===== src/hdl/rgb_channel_histogram_unit_defines.svh =====
// Assertion macros for the RGB channel histogram unit.
// Expects signals named clk and rst in the scope where a macro is used.
`ifndef RGB_CHANNEL_HISTOGRAM_UNIT_DEFINES_SVH
`define RGB_CHANNEL_HISTOGRAM_UNIT_DEFINES_SVH

// Same-cycle implication, skipped while in reset
`define RCH_ASSERT_NOW(name, pre, post) \
  name: assert property (@(posedge clk) disable iff (rst) (pre) |-> (post)) \
    else $error("rgb histogram: same-cycle check failed");

// Next-cycle implication, skipped while in reset
`define RCH_ASSERT_NEXT(name, pre, post) \
  name: assert property (@(posedge clk) disable iff (rst) (pre) |=> (post)) \
    else $error("rgb histogram: next-cycle check failed");

`endif


===== src/hdl/rch_pkg.sv =====
// Shared constants and controller/datapath interface types for the
// RGB channel histogram unit. No dependencies.
`default_nettype none

package rch_pkg;

  localparam int NUM_BINS       = 256;
  localparam int BIN_BITS       = 8;
  localparam int COUNT_BITS_DEF = 24;
  localparam int OUT_COUNT_BITS = 24;
  localparam int S_TDATA_BITS   = 40;
  localparam int M_TDATA_BITS   = 80;

  // Request kinds carried on s_tuser
  localparam logic REQ_ACCUM = 1'b0;
  localparam logic REQ_READ  = 1'b1;

  // Controller to datapath commands
  typedef struct packed {
    logic ready;      // input side may take a beat
    logic load_item;  // capture the accepted beat
    logic rd_en;      // look up the three bins
    logic wr_accum;   // write back saturated increments
    logic wr_zero;    // zero the bin that was read
    logic load_out;   // move the counts into the output register
    logic clr_step;   // clearing pass: zero one entry
  } ctl_cmd_t;

  // Datapath to controller status
  typedef struct packed {
    logic is_read;    // held item is a bin read
    logic clear_flag; // held read asks for a clear
    logic out_free;   // output register can take a result
    logic clr_last;   // clearing pass is at its final entry
  } ctl_sts_t;

endpackage

`default_nettype wire


===== src/hdl/rch_ctrl.sv =====
// Sequencing state machine for the RGB channel histogram unit:
// clearing pass, accept, lookup, update. Depends on rch_pkg.
`default_nettype none

module rch_ctrl
  import rch_pkg::*;
(
  input  wire logic     clk,
  input  wire logic     rst,
  input  wire logic     in_valid,
  input  wire ctl_sts_t sts,
  output ctl_cmd_t      cmd
);

  typedef enum logic [1:0] {
    ST_CLEAR,
    ST_IDLE,
    ST_LOOKUP,
    ST_UPDATE
  } state_t;

  state_t state;
  state_t state_next;

  // Next state
  always_comb begin
    state_next = state;
    case (state)
      ST_CLEAR: begin
        if (sts.clr_last) state_next = ST_IDLE;
      end
      ST_IDLE: begin
        if (in_valid) state_next = ST_LOOKUP;
      end
      ST_LOOKUP: begin
        state_next = ST_UPDATE;
      end
      ST_UPDATE: begin
        if (!sts.is_read || sts.out_free) state_next = ST_IDLE;
      end
      default: begin
        state_next = ST_CLEAR;
      end
    endcase
  end

  // State register
  always_ff @(posedge clk) begin
    if (rst) begin
      state <= ST_CLEAR;
    end else begin
      state <= state_next;
    end
  end

  // Commands decoded from state
  always_comb begin
    cmd           = '0;
    cmd.ready     = (state == ST_IDLE);
    cmd.load_item = (state == ST_IDLE) && in_valid;
    cmd.rd_en     = (state == ST_LOOKUP);
    cmd.clr_step  = (state == ST_CLEAR);
    cmd.wr_accum  = (state == ST_UPDATE) && !sts.is_read;
    cmd.load_out  = (state == ST_UPDATE) && sts.is_read && sts.out_free;
    cmd.wr_zero   = cmd.load_out && sts.clear_flag;
  end

endmodule

`default_nettype wire


===== config.mk =====
export PLATFORM = sky130hd
export DESIGN_NAME = rch_ctrl
export DESIGN_NICKNAME = d
export VERILOG_FILES = /design/src/hdl/rgb_channel_histogram_unit_defines.svh /design/src/hdl/rch_pkg.sv /design/src/hdl/rch_ctrl.sv
export SDC_FILE = /design/constraint.sdc
export NUM_CORES = 1
export LEC_CHECK = 0
export BUFFER_PORTS_ARGS = -buffer_cell sky130_fd_sc_hd__buf_4
export CAP_MARGIN = 10
export CORE_AREA = 3 3 40 42
export CTS_CLUSTER_DIAMETER = 30
export DETAILED_ROUTE_END_ITERATION = 6
export DIE_AREA = 0 0 43 45
export GPL_TIMING_DRIVEN = 0
export PLACE_DENSITY = 0.35
export SLEW_MARGIN = 20
export SYNTH_ARGS = -nofsm -noshare
export SYNTH_HDL_FRONTEND = slang
export SYNTH_SLANG_ARGS = --single-unit

===== constraint.sdc =====
create_clock -name clk -period 2.2 [get_ports clk]
set_clock_uncertainty 0.05 [all_clocks]
set_input_delay 0.22 -clock clk [delete_from_list [all_inputs] [get_ports clk]]
set_output_delay 0.22 -clock clk [all_outputs]
set_load 0.005 [all_outputs]

==> results.md, run 1 <==
- Counting I/O delays and the setup requirement, the final critical path takes 1.55 ns.
- In the final layout, the registers with the most flip-flops are state: 2 flops.
- Measured along the y axis, the die boundary spans 45 um.
- The number of buffers and inverters on the critical path is 1.
- The main combinational cell family by area after synthesis is adder cells.
- The post-route DRC violation count is 0.
- The run finished with clean final reports.
- The worst slew margin relative to its limit is 0.824.
- In this run the standard cell core region covers 1280 um2.
- The number of fill cells is 141.
- The area share of xor/xnor cells in the synthesized design is 0.
- VDD sags by at most approximately 0.15 mV.
- The type of element capturing the critical path is an output port.
- After synthesis the cells add up to 225 um2.
- After clock tree synthesis, the setup repair step added 0 buffers.
- Across the whole layout, storage elements account for 40.0 um2.
- The hold violation total from the final report was 0.
- The remaining number of nets flagged by the antenna check after routing is 0.
- In this run the worst path has a maximum fanout of 4.
- Based on the critical path, the design can be clocked at up to 0.646 GHz.
- The largest net degree at the start of global routing is 5.
- On the critical path, the stage with the largest delay is an instance of sky130_fd_sc_hd__dfxtp_1.
- The number of violations of the max-capacitance limit is 0.
- The origin of the worst setup path is state[0]$_SDFFE_PP0P_.
- The number of port buffers is 13.
- The first-pass GRT wire length is 703 um.
- Among cell families on the critical path, the largest total delay comes from simple AND/OR/NAND/NOR gates.
- The row count is 13.
- Summed over all instances, the cell type with the most area after synthesis is sky130_fd_sc_hd__ha_1.
- STA classifies the critical path startpoint as a flop.
- The longest clock path from root to sink contains 2 buffers.
- The CTS clock-pin slew for the worst setup and hold paths is approximately 0.03 ns.
- The mean area per synthesized cell is 9.79 um2.
- Synthesis handed over a netlist of 23 instances.
- Of the synthesized area, sequential elements account for 0.178.
- The signal on the critical path passes through ha_1, and3_2, and2_1, buf_4.
- STA puts the critical path data required time at 1.93 ns.
- The die covers 1940 um2.
- The beginning of the worst hold path is rst.
- Of the available clock period, the critical path in the final layout requires 0.704.
- The placed cell area is 342 um2.
- After layout, the worst setup slack is ~0.65 ns.
- In this run the worst hold path is classified as in2reg.
- The startpoint of the worst-slack reg-to-reg timing path is state[0]$_SDFFE_PP0P_.
- The vias after detailed routing is 201.
- Setup violations remaining at the end of the flow were counted as 0.
- From synthesis to final layout, the design area changed by 61.7%.
- Of the post-synthesis cell area, the dominant cell type holds 0.278.
- Global routing finished with a remaining overflow of 0.
- The insertion delay of the later-clocked pin in the worst-skew pair is 0.22 ns.
- The mean number of vias per cell is 3.72.
- At the worst endpoint, the arrival time is about 1.3 ns.
- In this run the power density over the cells is 930 nW/um2.
- The initial antenna violation count came to 0.
- The complex-gate fraction of the synthesized area was 0.117.
- The area used by multi-input combinational logic is 170 um2.
- The global router's overall resource usage is 0.0465.
- The worst hold slack after final layout is 0.252 ns.
- Counting the buffers created by CTS gives 3.
- The repair_antennas step left the layout with diodes totalling 0.
- The final net count is 53.
- The synthesis-stage register bit count is 2.
- After detailed routing, the average wire length per cell comes to 8.41 um.
- The first TritonRoute pass finished after 2 iterations.
- At the placement stage, the worst setup path has a slack of 0.646 ns.
- The register with the most flip-flops in the layout has 2 of them.
- Counting cells, the worst reg-to-reg path comes to 4.
- Setup repair after global routing left no endpoint under its margin.
- state holds more flip-flops than any other register.
- For this design, the sink count on the clock tree is 2.
- During synthesis, Yosys emitted a total of 0 warnings.
- Of the post-synthesis cell area, the part taken by muxes is 0.111.
- The number of placed I/O pins is 14.
- Routability-driven placement finished with a final weighted congestion of between 0.5 and 0.6.
- TritonCTS built the clock tree.
- The HPWL reported at the end of detailed placement is 411 um.
- The slew at the pin with the worst max-slew slack is ~0.26 ns.
- The count of different cell masters after synthesis is 12.
- In this run the clock root is driven by a sky130_fd_sc_hd__clkbuf_4.
- In this run the number of cells on the critical path is 4.
- The class of the most critical setup path is reg2out.
- The number of hold buffers added after cts is 0.
- Counting instances, the worst hold path has a depth of 3.
- In the final layout, the share of cells above drive strength 1 is 0.487.
- The number of global-route vias before repair came to 199.
- Of the total synthesized cell area, the portion taken by full adders, half adders and majority gates is 0.278.
- The deepest level of the CTS H-tree is 1.
- After routing, the total negative slack on setup checks comes to 0 ns.
- The leakage power is 0.203 nW.
- The initial utilization of the core area, before any placement, comes to 0.175.
- The number of nets handed over by synthesis was 35.
- The floorplan die width is 43 um.
- After detailed routing, the total wire length is 454 um.
- On the worst path, the slowest cell contributes a delay of 0.33 ns.
- In the post-synthesis netlist, the biggest area contributors are sky130_fd_sc_hd__ha_1 28%, sky130_fd_sc_hd__dfxtp_1 18%, sky130_fd_sc_hd__a221oi_4 12%, sky130_fd_sc_hd__inv_1 6.7%, sky130_fd_sc_hd__mux2_4 6.7%.
- The post-cts gate resize count is 0.
- The synthesized-area fraction occupied by and/or/nand/nor cells is 0.250.
- The design area is 364 um2.
- The number of max-slew violations in the final report was 0.
- After the first detailed-routing iteration, the DRC count stood at 1.
-- tightest hold or removal path, cell delays in order --
cell and delay (ns):
sky130_fd_sc_hd__buf_4 0.09, sky130_fd_sc_hd__nand2b_1 0.09, sky130_fd_sc_hd__mux2i_1 0.06
-- final cells by class --
cell class	count	area share
Clock buffer	3	0.0619
Inverter	4	0.0412
Sequential cell	2	0.110
Multi-Input combinational cell	17	0.467
Tap cell	15	0.0515
Timing Repair Buffer	13	0.268
-- logic make-up (layout without fill, tap and decap cells) --
group / Yosys count / count (layout)
AOI/OAI and AO/OA: 1 / 1
adders and majority gates: 5 / 5
buffers and inverters: 4 / 20
DFF: 2 / 2
muxes: 2 / 2
and+or+nand+nor: 9 / 9
-- where the power goes --
| part | switching (mW) | internal (mW) |
|---|---|---|
| combinational | 0.0793 | 0.113 |
| sequential | 0.0167 | 0.0516 |
| clock | 0.0182 | 0.0599 |
-- final timing paths --
path | slack [ns] | endpoint
setup / recovery | 0.65 | cmd[2]
hold / removal | 0.25 | state[1]$_SDFFE_PP0P_
setup reg to reg | 0.67 | state[0]$_SDFFE_PP0P_
hold reg to reg | 0.48 | state[1]$_SDFFE_PP0P_
-- cell usage after synthesis --
library cell	n
sky130_fd_sc_hd__ha_1	5
sky130_fd_sc_hd__mux2i_1	1
sky130_fd_sc_hd__a221oi_4	1
sky130_fd_sc_hd__nand2b_1	2
sky130_fd_sc_hd__and2_1	2
sky130_fd_sc_hd__dfxtp_1	2
sky130_fd_sc_hd__nor2_1	2
sky130_fd_sc_hd__mux2_4	1
sky130_fd_sc_hd__inv_1	4
sky130_fd_sc_hd__and2b_1	1
sky130_fd_sc_hd__and3b_1	1
sky130_fd_sc_hd__and3_2	1
-- cells in the final DEF, fill, tap and decap left out, drive strengths merged --
master / n
and2: 2
and3: 1
inv: 4
clkbuf: 3
mux2: 1
buf: 13
and2b: 1
dfxtp: 2
mux2i: 1
a221oi: 1
nand2b: 2
ha: 5
nor2: 2
and3b: 1
-- stage by stage --
step	instances	power, mW	utilization
after floorplan	23	0.189	-
after global routing	54	0.368	0.283
after CTS	54	0.348	0.283
final	54	0.339	0.283
after global placement	51	0.264	0.266
after detailed placement	51	0.266	0.266
-- layer usage --
metal  share of wire  track usage  up-vias  wire (um)
li1                -            -      106          -
met4               0       0.0181        0          0
met5               0            0        -          0
met1            0.34       0.0359       85        155
met3            0.12       0.0239        0         53
met2            0.54       0.0958       10        245
(Power assumes the default switching activity.)
==> run 2: changes to the inputs <==
Settings changed: PLACE_DENSITY 0.35 to 0.36.
Clock period 2.2 ns to 1.4 ns, I/O delays scaled along.
==> run 2 against run 1 <==
  * The flow now finishes with violations (negative setup slack)
  * Sequential power rose by 95%
  * Clock power is 66% higher
  * Sequential share of layout area up 0.11 points
  * Wire length increased by 18%
  * Critical endpoint is now state[0]$_SDFFE_PP0P_
  * Largest power group unchanged
==> results.md, run 2 (same netlist as run 1, synthesis figures left out) <==
- The flow ran to the end, but the final reports show violations.
- The final reports fail on negative setup slack.
- The clock period minus worst slack is 1.43 ns.
- Before CTS, the worst setup slack after placement is -0.0714 ns.
- The origin of the worst setup path is state[0]$_SDFFE_PP0P_.
- In this run the deepest clock path goes through 2 buffers.
- On the critical path, the stage with the largest delay is an instance of sky130_fd_sc_hd__dfxtp_4.
- Entering global routing, the biggest net connects 5 pins.
- The count of placed standard cells including taps is ~50.
- Across the VDD grid, the largest voltage drop is 0.520 mV.
- At the end of routability-driven placement, the weighted congestion stood at 0.632.
- The leakage power is 0.206 nW.
- From left edge to right edge, the die measures 43 um.
- The sort of element at the start of the critical path is a flop.
- Dividing the detail-routed via count by the number of cells gives between 3 and 4.
- The internal power of the cells totals between 0.4 and 0.5 mW.
- The final route contains 215 vias.
- The first-pass iteration count of the detailed router is 2.
- The tool flagged a number of max-cap violations equal to 0.
- The first global-routing pass estimated 793 um of wire.
- The placeable core region is 1280 um2.
- The root buffer cell chosen for the clock tree is sky130_fd_sc_hd__clkbuf_4.
- The final clock period utilization by the worst path is 1.02.
- The startpoint of the worst-slack reg-to-reg timing path is state[0]$_SDFFE_PP0P_.
- Walking the worst path, the cells encountered are ha_4, and3b_2, a221oi_4, mux2_4.
- The remaining number of nets flagged by the antenna check after routing is 0.
- The global router's overall resource usage is 0.0581.
- In the layout the commonest cells are 14 x sky130_fd_sc_hd__buf_4, 3 x sky130_fd_sc_hd__clkbuf_4.
- The hold violation total from the final report was 0.
- The area of the die is 1940 um2.
- The fraction of layout instances using a drive strength above 1 is 0.700.
- The number of max-slew violations in the final report was 0.
- Data on the critical path arrives at its endpoint at 1.49 ns.
- From synthesis to final layout, the design area changed by 80.0%.
- The total power draw is 0.626 mW.
- The worst hold path begins at rst.
- The part of the total power dissipated in the clock network is 0.207.
- In this run, the number of DRC markers left after iteration 0 of detailed routing was 4.
- The maximum fanout count along the critical path is 4.
- The number of global-route vias before repair is between 200 and 250.
- Counting every sink on the clock net gives 2.
- The power per cell area is 1540 nW/um2.
- The worst hold path passes through 3 cells.
- The row count is 13.
- At the later pin of the worst-skew pair, clock insertion delay measures 0.23 ns.
- The worst pin sits at a relative slew slack of 0.838.
- The initial utilization of the core area, before any placement, comes to 0.175.
- After layout, the worst setup slack is -0.0305 ns.
- The largest registers in the layout are state: 2 flops.
- At the pin with the least slew margin, the transition time is 0.243 ns.
- The vertical die dimension is 45 um.
- The finished layout holds 55 standard cells, fillers aside.
- The number of antenna diodes in the final layout is 0.
- The tightest min-delay check is of the in2reg type.
- The number of placed I/O pins is 14.
- The net load switching power is about 0.22 mW.
- The top achievable clock speed is 0.699 GHz.
- In this run the number of H-tree levels came out at 1.
- By startpoint and endpoint, the worst setup path is classified as reg2reg.
- The register with the most flip-flops in the final layout is state.
- The depth of the worst register-to-register path is 4.
- For this run the aggregate overflow at the end of global routing stands at 0.
- The switching share of power is 0.348.
- The share of total power dissipated in sequential elements is 0.213.
- The routed wire length is approximately 540 um.
- The combinational group share of total power is 0.580.
- The highest cell delay on the worst timing path is 0.35 ns.
- Setup violations remaining at the end of the flow were counted as 2.
- The CTS tree is yes.
- After legalization and detailed placement, the total HPWL measured 400 um.
- Input and output buffers added on the ports amount to 13.
- The net count of the finished layout is 54.
- The register with the most flip-flops in the layout has 2 of them.
- Dividing the detail-routed wire length by the instance count gives ~10 um.
- The initial antenna violation count is 0.
- The total CTS buffers is 3.
- STA classifies the critical path endpoint as a flop.
- The most common cell after layout, fill and taps aside is sky130_fd_sc_hd__buf_4.
- The CTS clock-pin slew for the worst setup and hold paths is 0.03 ns.
- Setup repair after global routing could not meet its margin everywhere.
- In the routed design, unresolved DRC markers number 0.
- For this design, the CTS-stage hold fixing added 0 buffers.
- The endpoint required time on the critical path is 1.45 ns.
- The final core area utilization is 0.315.
==> run 2: cell types whose count changed in the layout (fill, tap and decap cells not counted) <==
cell	change
sky130_fd_sc_hd__and3b_1	-1
sky130_fd_sc_hd__and3b_2	+1
sky130_fd_sc_hd__buf_4	+1
sky130_fd_sc_hd__dfxtp_1	-2
sky130_fd_sc_hd__dfxtp_2	+1
sky130_fd_sc_hd__dfxtp_4	+1
sky130_fd_sc_hd__ha_1	-3
sky130_fd_sc_hd__ha_2	+1
sky130_fd_sc_hd__ha_4	+2
sky130_fd_sc_hd__inv_1	-2
sky130_fd_sc_hd__inv_2	+2
==> run 2: repair_timing <==
item / in CTS / in global routing
endpoints found under the setup margin: 2 / 3
setup buffers: 1 / 0
pin swaps: 1 / 2
resized for setup: 1 / 4
==> run 2: power by group through the flow <==
stage	Sequential (mW)	Combinational (mW)	Clock [mW]
final	0.133	0.363	0.130
after global routing	0.135	0.411	0.145
after CTS	0.117	0.363	0.140
after detailed placement	0.116	0.345	0
after global placement	0.115	0.351	0
after floorplan	0.107	0.234	0
==> run 2: final cells by class <==
| class | count | area (um2) |
|---|---|---|
| Multi-Input combinational cell | 17 | 199 |
| Fill cell | 140 | 880 |
| Timing Repair Buffer | 14 | 105 |
| Sequential cell | 2 | 45.0 |
| Inverter | 4 | 15.0 |
| Clock buffer | 3 | 22.5 |
| Tap cell | 15 | 18.8 |
==> run 2: worst paths after layout <==
check                                             end  slack [ns]
worst max-delay path            state[0]$_SDFFE_PP0P_       -0.03
worst min-delay path            state[1]$_SDFFE_PP0P_        0.15
worst max register to register  state[0]$_SDFFE_PP0P_       -0.03
worst min register to register  state[1]$_SDFFE_PP0P_        0.47
==> run 2: layer usage <==
| metal | routed length [um] | global-route usage |
|---|---|---|
| met2 | 305 | 0.0988 |
| met3 | 48 | 0.0279 |
| met5 | 0 | 0 |
| met1 | 181 | 0.0502 |
| met4 | 0 | 0.0542 |
==> run 2: critical path: cells and delay by family, from the launching register on <==
family,cells,cell delay [ns]
DFF,1,0.35
muxes,1,0.32
AOI/OAI and AO/OA,1,0.22
and+or+nand+nor,1,0.20
adders and majority gates,1,0.16
==> run 2: per-stage QoR <==
| stage | hold WS, ns | instance area, um2 | TNS [ns] |
|---|---|---|---|
| floorplan | 0.270 | 244 | 0 |
| global placement | 0.392 | 360 | -0.0821 |
| detailed placement | 0.394 | 360 | -0.0714 |
| CTS | 0.139 | 392 | -0.0634 |
| global route | 0.173 | 405 | -0.184 |
| finish | 0.149 | 405 | -0.0347 |
